File: config.mk
export PLATFORM = sky130hd
export DESIGN_NAME = fifo_tlb
export DESIGN_NICKNAME = d
export VERILOG_FILES = /design/src/rtl/core/ftlb_pkg.sv /design/src/rtl/core/ftlb_cell.sv /design/src/rtl/core/fifo_tlb.sv
export SDC_FILE = /design/constraint.sdc
export NUM_CORES = 1
export LEC_CHECK = 0
export BUFFER_PORTS_ARGS = -buffer_cell sky130_fd_sc_hd__buf_2
export CORE_MARGIN = 4
export CORE_UTILIZATION = 59
export DETAILED_ROUTE_END_ITERATION = 10
export PLACE_DENSITY = 0.76
export SETUP_SLACK_MARGIN = 0.15
export SYNTH_ARGS = -nofsm -noshare
export SYNTH_HDL_FRONTEND = slang
export SYNTH_SLANG_ARGS = --single-unit
export TNS_END_PERCENT = 5
File: constraint.sdc
create_clock -name clk -period 5.05 [get_ports clk]
set_clock_uncertainty 0.1 [all_clocks]
set_input_delay 1.2625 -clock clk [delete_from_list [all_inputs] [get_ports clk]]
set_output_delay 1.2625 -clock clk [all_outputs]
set_load 0.02 [all_outputs]
File: src/rtl/core/ftlb_pkg.sv
package ftlb_pkg;

  // Sizes of the translation buffer.
  localparam int ENTRIES    = 16;
  localparam int PAGE_BITS  = 20;
  localparam int FRAME_BITS = 16;
  localparam int PTR_BITS   = $clog2(ENTRIES);

  // Stream widths, rounded up to whole bytes.
  localparam int S_DATA_W = ((PAGE_BITS + FRAME_BITS + 7) / 8) * 8;
  localparam int M_DATA_W = ((FRAME_BITS + 7) / 8) * 8;

  // Command codes carried on the input tuser.
  typedef enum logic [1:0] {
    CMD_LOOKUP = 2'd0,
    CMD_INSERT = 2'd1,
    CMD_REMOVE = 2'd2,
    CMD_CLEAR  = 2'd3
  } cmd_t;

  // Sequencer states of the top level.
  typedef enum logic [1:0] {
    ST_IDLE,
    ST_CMP,
    ST_EXE
  } state_t;

  // Control broadcast from the sequencer to every cell.
  typedef struct packed {
    logic                  cmp;
    logic                  exe;
    cmd_t                  cmd;
    logic [PAGE_BITS-1:0]  page;
    logic [FRAME_BITS-1:0] frame;
    logic                  any_match;
    logic                  all_valid;
  } ftlb_ctl_t;

  // Data handed from one cell to its higher-numbered neighbor.
  typedef struct packed {
    logic                  hit;
    logic                  free_seen;
    logic [FRAME_BITS-1:0] frame;
  } ftlb_link_t;

endpackage

File: src/rtl/core/ftlb_cell.sv
module ftlb_cell
  import ftlb_pkg::*;
(
  input  logic       clk,
  input  logic       rst,
  input  ftlb_ctl_t  ctl,
  input  logic       victim,
  input  ftlb_link_t link_in,
  output ftlb_link_t link_out,
  output logic       match,
  output logic       valid
);

  logic [PAGE_BITS-1:0]  page;
  logic [FRAME_BITS-1:0] frame;
  logic                  take;

  // A new page lands here if this is the first free slot, or the FIFO victim when full.
  always_comb begin
    take = 1'b0;
    if (ctl.cmd == CMD_INSERT && !ctl.any_match) begin
      if (ctl.all_valid) begin
        take = victim;
      end else begin
        take = !valid && !link_in.free_seen;
      end
    end
  end

  // Pass hit, frame and free-slot information on to the next cell.
  always_comb begin
    link_out.hit       = link_in.hit | match;
    link_out.free_seen = link_in.free_seen | !valid;
    link_out.frame     = link_in.frame | (match ? frame : '0);
  end

  // Valid bit of this entry.
  always_ff @(posedge clk) begin
    if (rst) begin
      valid <= 1'b0;
    end else if (ctl.exe) begin
      unique case (ctl.cmd)
        CMD_LOOKUP: valid <= valid;
        CMD_INSERT: valid <= valid | take;
        CMD_REMOVE: valid <= valid & !match;
        CMD_CLEAR:  valid <= 1'b0;
        default:    valid <= valid;
      endcase
    end
  end

  // Match flag, registered in the compare cycle and used in the execute cycle.
  always_ff @(posedge clk) begin
    if (rst) begin
      match <= 1'b0;
    end else if (ctl.cmp) begin
      match <= valid && (page == ctl.page);
    end
  end

  // Page and frame payload of this entry.
  always_ff @(posedge clk) begin
    if (ctl.exe && ctl.cmd == CMD_INSERT) begin
      if (take) begin
        page  <= ctl.page;
        frame <= ctl.frame;
      end else if (match) begin
        frame <= ctl.frame;
      end
    end
  end

endmodule

File: src/rtl/core/fifo_tlb.sv
// Fully associative translation buffer with FIFO replacement.
// Input channel s_*: one command word per transfer; s_tuser holds the command
// (lookup, insert, remove, clear all), s_tdata holds page and frame.
// Output channel m_*: one result word per command; m_tuser is the hit flag and
// m_tdata the frame of the matching entry on a lookup hit, zero otherwise.
// Each entry lives in its own cell; the cells sit in a row and hand hit, frame
// and free-slot flags to their neighbor, so the lowest free slot is found in
// the same cycle that all entries act on the command.
// A command passes through capture, a compare cycle in which every cell
// registers its page match, and an execute cycle that updates the cells and
// loads the result register. One command is in flight at a time, so a new
// command is accepted only after the previous one has executed.
// A new command is taken while the previous result still waits in the output
// register; if the receiver stalls, the execute cycle holds until it is free.
// Reset clears all valid bits, the replace pointer and both channels; no
// clearing pass is needed.
module fifo_tlb
  import ftlb_pkg::*;
(
  input  logic                clk,
  input  logic                rst,
  input  logic                s_tvalid,
  output logic                s_tready,
  // s_tdata fields from bit 0: page, frame, zero fill.
  input  logic [S_DATA_W-1:0] s_tdata,
  // s_tuser fields from bit 0: cmd.
  input  logic [1:0]          s_tuser,
  output logic                m_tvalid,
  input  logic                m_tready,
  // m_tdata fields from bit 0: frame_out.
  output logic [M_DATA_W-1:0] m_tdata,
  // m_tuser fields from bit 0: hit.
  output logic                m_tuser
);

  state_t                state;
  state_t                state_next;
  cmd_t                  cmd;
  logic [PAGE_BITS-1:0]  page;
  logic [FRAME_BITS-1:0] frame;
  logic [PTR_BITS-1:0]   ptr;
  logic                  exe_go;
  logic                  hit_q;
  logic [FRAME_BITS-1:0] frame_q;
  ftlb_ctl_t             ctl;
  ftlb_link_t            link [ENTRIES+1];
  logic [ENTRIES-1:0]    match_vec;
  logic [ENTRIES-1:0]    valid_vec;
  logic [ENTRIES-1:0]    victim_vec;

  // Sequencer state register.
  always_ff @(posedge clk) begin
    if (rst) begin
      state <= ST_IDLE;
    end else begin
      state <= state_next;
    end
  end

  // Next state and handshake.
  always_comb begin
    state_next = state;
    s_tready   = 1'b0;
    exe_go     = 1'b0;
    unique case (state)
      ST_IDLE: begin
        s_tready = 1'b1;
        if (s_tvalid) state_next = ST_CMP;
      end
      ST_CMP: begin
        state_next = ST_EXE;
      end
      ST_EXE: begin
        exe_go = !m_tvalid || m_tready;
        if (exe_go) state_next = ST_IDLE;
      end
      default: state_next = ST_IDLE;
    endcase
  end

  // Capture the accepted command.
  always_ff @(posedge clk) begin
    if (s_tvalid && s_tready) begin
      cmd   <= cmd_t'(s_tuser);
      page  <= s_tdata[PAGE_BITS-1:0];
      frame <= s_tdata[PAGE_BITS+FRAME_BITS-1:PAGE_BITS];
    end
  end

  // Broadcast control to the cells.
  always_comb begin
    ctl.cmp       = (state == ST_CMP);
    ctl.exe       = exe_go;
    ctl.cmd       = cmd;
    ctl.page      = page;
    ctl.frame     = frame;
    ctl.any_match = |match_vec;
    ctl.all_valid = &valid_vec;
  end

  assign link[0] = '0;

  // Row of entry cells.
  for (genvar i = 0; i < ENTRIES; i++) begin : g_cell
    assign victim_vec[i] = (ptr == PTR_BITS'(i));

    ftlb_cell u_cell (
      .clk      (clk),
      .rst      (rst),
      .ctl      (ctl),
      .victim   (victim_vec[i]),
      .link_in  (link[i]),
      .link_out (link[i+1]),
      .match    (match_vec[i]),
      .valid    (valid_vec[i])
    );
  end

  // FIFO replace pointer advances only when a full buffer loses its victim.
  always_ff @(posedge clk) begin
    if (rst) begin
      ptr <= '0;
    end else if (exe_go && cmd == CMD_INSERT && !ctl.any_match && ctl.all_valid) begin
      if (ptr == PTR_BITS'(ENTRIES - 1)) begin
        ptr <= '0;
      end else begin
        ptr <= ptr + PTR_BITS'(1);
      end
    end
  end

  // Output register valid flag.
  always_ff @(posedge clk) begin
    if (rst) begin
      m_tvalid <= 1'b0;
    end else if (exe_go) begin
      m_tvalid <= 1'b1;
    end else if (m_tready) begin
      m_tvalid <= 1'b0;
    end
  end

  // Output register payload; only a lookup reports a hit.
  always_ff @(posedge clk) begin
    if (exe_go) begin
      hit_q   <= (cmd == CMD_LOOKUP) && link[ENTRIES].hit;
      frame_q <= (cmd == CMD_LOOKUP) ? link[ENTRIES].frame : '0;
    end
  end

  assign m_tuser = hit_q;
  assign m_tdata = M_DATA_W'(frame_q);

`ifndef SYNTHESIS
  // No two entries ever hold the same valid page.
  a_one_match: assert property (@(posedge clk) disable iff (rst)
    (state == ST_EXE) |-> $onehot0(match_vec))
    else $error("more than one entry matched");

  // A clear leaves every entry invalid.
  a_clear: assert property (@(posedge clk) disable iff (rst)
    (exe_go && cmd == CMD_CLEAR) |=> (valid_vec == '0))
    else $error("entries still valid after clear");

  // The replace pointer moves only on an executed insert.
  a_ptr: assert property (@(posedge clk) disable iff (rst)
    !(exe_go && cmd == CMD_INSERT) |=> $stable(ptr))
    else $error("replace pointer moved without insert");

  // An insert never reduces the number of valid entries.
  a_insert_grow: assert property (@(posedge clk) disable iff (rst)
    (exe_go && cmd == CMD_INSERT) |=> ($countones(valid_vec) >= $countones($past(valid_vec))))
    else $error("insert lost a valid entry");
`endif

endmodule
* Word level (Yosys, flattened, before mapping) *
Cells that the tools add are included.

word-level totals
  output and inout port bits = 19
  flip-flop bits (word level) = 670
  input port bits = 46
  logic and storage cells = 434

cells by class
  multiplexer cells = 104
  reductions and logical operators = 142
  bitwise logic cells = 77
  equal/unequal tests = 38
  $add $sub $neg = 1

operators with widths
  operator               number
  $mux W16               48
  $eq A20 B20 Y1         16
  $or A16 B16 Y16        15
  $reduce_and A2 Y1      34
  $logic_not A1 Y1       48
  $pmux W1 S3            16
  $or A1 B1 Y1           45
  $logic_and A1 B1 Y1    37
  $mux W1                36
  $reduce_bool A2 Y1     17
  $eq A4 B4 Y1 const B   8
  $and A1 B1 Y1          16
  $eq A4 B3 Y1 const B   4
  $reduce_and A16 Y1     1
  $reduce_or A16 Y1      1
  $eq A4 B2 Y1 const B   2
  $eq A2 B2 Y1 const B   3
  $pmux W2 S3            1
  $add A4 B1 Y4 const B  1
  $eq A2 B1 Y1 const B   2
  $eq A4 B1 Y1 const B   1
  $logic_not A2 Y1       2
  $logic_not A4 Y1       1
  $mux W2                2
  4 further kinds        5

* Longest topological paths before layout *
  depth in word-level cells = 21
  gate-level depth with buffers = 7
  gate-level depth less buffers = 6

* Hierarchy *
Synthesis repeated with hierarchy kept, for this count alone.

unflattened totals
  cells, all modules = 1719
  area total of the unflattened synthesis = 27576.4 µm²

by module, submodules not included
  module     sequential area each (µm²)  instances  cells each  area each (µm²)
  ftlb_cell  1121.1                      16         98          1574.0
  fifo_tlb   1791.7                      1          151         2392.3

* Worst setup path after synthesis *
Ideal clock, no wire load.

  kind = input -> register
  from = input port m_tready
  to = register g_cell[0].u_cell.frame[0] (enable)
  library setup time = 0.368 ns
  data arrival time = 3.903 ns
  stages on the path = 5
  setup slack = 0.679 ns
  path buffers = 0
  required time = 4.582 ns
  path through = nor2b_1 -> nor3_4 -> nand2_1 -> nor3b_1 -> a21o_1

between the ends
  cells in the longest elaborated chain, start to end = 4

ends and longest elaborated chain
  what                                line             source
  start: declaration                  fifo_tlb.sv:29   input logic m_tready,
  $logic_or A1 B1 Y1                  fifo_tlb.sv:74   exe_go = !m_tvalid || m_tready;
  $mux W1                             fifo_tlb.sv:65   unique case (state)
  $logic_and A1 B1 Y1                 ftlb_cell.sv:63  if (ctl.exe && ctl.cmd == CMD_INSERT) begin
  $reduce_and A2 Y1 (no source line)  -
  end signal: assignment              ftlb_cell.sv:66  frame <= ctl.frame;
  end signal: assignment              ftlb_cell.sv:68  frame <= ctl.frame;
  end: declaration                    ftlb_cell.sv:15  logic [FRAME_BITS-1:0] frame;

No other way between the ends.
A chain may end at the register's enable or synchronous reset.

* Final worst setup path *
  from = input port m_tready
  to = register g_cell[5].u_cell.page[16] (enable)

between the ends
  cells in the longest elaborated chain, start to end = 4

ends and longest elaborated chain
  what                                line             source
  $logic_or A1 B1 Y1                  fifo_tlb.sv:74
  $mux W1                             fifo_tlb.sv:65
  $logic_and A1 B1 Y1                 ftlb_cell.sv:63
  $reduce_and A2 Y1 (no source line)  -
  end signal: assignment              ftlb_cell.sv:65  page <= ctl.page;
  end: declaration                    ftlb_cell.sv:14  logic [PAGE_BITS-1:0] page;

No other way between the ends.

==> impl_results.md <==
* Critical path class: in -> reg
* Most used routing layer: met2
* DIE AREA at 48000 um2
* Post-DP HPWL at 33800 um
* Combinational power share at 3.2%
* Iter 0 DRT Violations at 1618
* Placed insts at 2237
* Avg Synthesized Cell Area at 16.3 um2
* Area Growth Syn to Fin at 12.2%
* Max-cap violations at 0
* Worst-path clk slew at 0.06 ns
* Final worst path period share at 72.6%
* PwrDens at 379 nW/um2
* Slew Limit Fails at 0
* Layout cell share with drive strength beyond 1 at 13.0%
* Synth top area share at 72.1%
* Number of vias per cell at 6.29
* R2r setup slk at 1.51 ns
* CP max FO at 20
* Seq/Total Area, Yosys at 75.1%
* Sequential share of power at 55.3%
* Die W at 219 um
* Peak VDD IR at 0.000257 V
* Met1 GRT Util at 36.1%
* Post-CTS setup buffers at 0
* Global-route wire length before repair at 90000 um
* Root buf cell: clkbuf_16
* Status: finished, final reports clean
* Wire per inst at 25.7 um
* Worst-Skew Late Latency at 0.62 ns
* GRT Overall Usage at 25.4%
* Fmax at 273 MHz
* Site row count at 77
* Most common cell in the netlist: edfxtp_1
* Cell Int Power at 0.00893 W
* Io pins at 65
* Worst Hold Class: reg -> reg
* TNS Setup at 0 ns
* Core footprint at 44100 um2
* NetSw at 0.00225 W
* Post-synth top area cell: edfxtp_1
* Crit path required time at 5.19 ns
* Netlist cell types at 49
* Core Util, Final at 66.8%
* Clk pwr share at 41.5%
* NumNets Final at 1758
* CP startpoint kind: input port
* Cells after Synth at 1609
* TritonCTS Buffers at 61
* DRC errors left at 0
* Most used DFF post-synth: edfxtp_1
* Met2 GRT Util at 39.7%
* Max Root-Sink Buffers at 3
* Final Setup Violations at 0
* Filler cells at 2959
* Die Ht at 219 um
* Tmin final at 3.67 ns
* H-tree depth at 2
* Pre-Repair DR Iteration Count at 8
* Final ANT Viol Nets at 0
* Routed vias at 14800
* Initial antenna violation count at 0
* Final Hold Slack at 0.424 ns
* Unrepaired setup endpoints after global routing: no
* Post-synthesis cell area at 26300 um2
* Top cells by area, synth: edfxtp_1 72%, xnor2_1 5.9%, xor2_1 4.8%
* P_leak at 9.34 nW
* Clock Sinks at 670
* Final Hold Vio Count at 0
* Seq cells post-synth at 670
* Antenna cells at 0
* Initial core utilization at 59.6%
* PortBufs at 60
* Largest net degree at the start of global routing at 33
* CTS tree: built
* Worst Path Arrival at 3.81 ns
* PostCTS Resize Cnt at 0
* Vias in the first global route at 14500
* Synth Warn # at 0
* Met3 Resource Use GR at 5.66%
* Non-Filler Instances at 2350
* GR Overflow Total at 0
* Hold Buf Count CTS at 0
* Drt total wl at 60300 um
* Asr flop ratio synth at 0%
* EDFF count, synth at 631
* Worst Setup End Kind: flip-flop
* Net Sw Frac at 20.1%
* Tightest Pin Transition at 1.12 ns
* Relative max-transition margin at 25.6%
* RD Place Congestion at 0.866
* Synth cell count leaders: 631 x edfxtp_1, 176 x xnor2_1, 144 x xor2_1, 58 x nand4_1, 49 x clkbuf_1
* Mapped Nets at 1659
sequential cells by signal, indices dropped and copies added (netlist names), 4 cells and up:
| register | cells |
|---|---|
| g_cell.u_cell.page | 320 |
| ptr | 4 |
| g_cell.u_cell.valid | 16 |
| g_cell.u_cell.frame | 256 |
| page | 20 |
| m_tdata | 16 |
| frame | 16 |
| g_cell.u_cell.match | 16 |
path summary, 6_finish.rpt:
| kind | endpoint | cells after the start | start |
|---|---|---|---|
| setup / recovery | g_cell[5].u_cell.page[16] | 7 | m_tready |
| hold / removal | m_tvalid | 2 | m_tvalid |
| setup reg to reg | g_cell[5].u_cell.page[16] | 6 | cmd[0] |
| hold reg to reg | m_tvalid | 2 | m_tvalid |
layout by cell type, fill, tap and decap left out, drive strengths merged, types with 2 or more instances in the layout:
cell / n
clkinv: 28
buf: 125
ha: 4
a41oi: 2
a21o: 2
a21oi: 32
nand2b: 6
inv: 18
o22ai: 2
a31oi: 20
edfxtp: 631
a22oi: 32
nor2b: 6
a21boi: 2
nor3: 2
xor2: 144
clkbuf: 78
a22o: 48
nand3: 27
a221oi: 48
dfxtp: 39
nor4: 36
nor2: 37
or4: 16
o21a: 5
and4: 6
bufinv: 7
o211a: 2
o31ai: 2
nand3b: 2
nand4: 59
o21ai: 38
and3: 25
and2: 5
or3: 2
xnor2: 176
nand2: 37
or2: 2
per-layer routing:
metal	vias up	wire, um
met5	-	0
met4	0	1860
met3	144	6330
met2	828	28400
met1	7427	23700
li1	6390	-
cell families after synthesis:
logic type | after synthesis | synth area share [%]
flops | 670 | 75.1
xor+xnor | 320 | 10.7
buf+inv | 107 | 1.69
simple gates | 269 | 5.83
mux | 1 | 0.0381
compound gates | 238 | 6.52
fa+ha+maj | 4 | 0.190
stage by stage:
step | setup WS [ns] | instance area, um2 | power [W]
2_1_floorplan | 0.679 | 26300 | 0.00650
3_3_place_gp | 0.892 | 27500 | 0.00664
3_5_place_dp | 0.843 | 27500 | 0.00666
4_1_cts | 1.50 | 29500 | 0.0112
5_1_grt | 1.27 | 29500 | 0.0115
6_report | 1.38 | 29500 | 0.0112
cell type report:
type                    count  area [um2]  area share [%]
flip-flops and latches    670       19700            66.9
multi-input cells         832        6140            20.8
clock buffers              78        1680            5.71
repair buffers            125         788            2.67
well taps                 592         741            2.51
clock inverters            35         334            1.13
inverters                  18        67.6           0.229
critical path: stages:
cell and delay, ns:
buf_2 0.08, nor2b_1 0.04, buf_4 0.17, or3_1 0.61, nor2_2 0.67, nand3_1 0.33, inv_1 0.64
power groups by stage:
| stage | registers (W) | logic [W] | clock network [W] |
|---|---|---|---|
| final | 0.00619 | 0.000358 | 0.00464 |
| after global routing | 0.00619 | 0.000388 | 0.00492 |
| after CTS | 0.00619 | 0.000360 | 0.00468 |
| after detailed placement | 0.00631 | 0.000357 | 0 |
| after global placement | 0.00630 | 0.000345 | 0 |
| after floorplan | 0.00628 | 0.000217 | 0 |
Note: power is estimated with default switching activity, not from simulation.
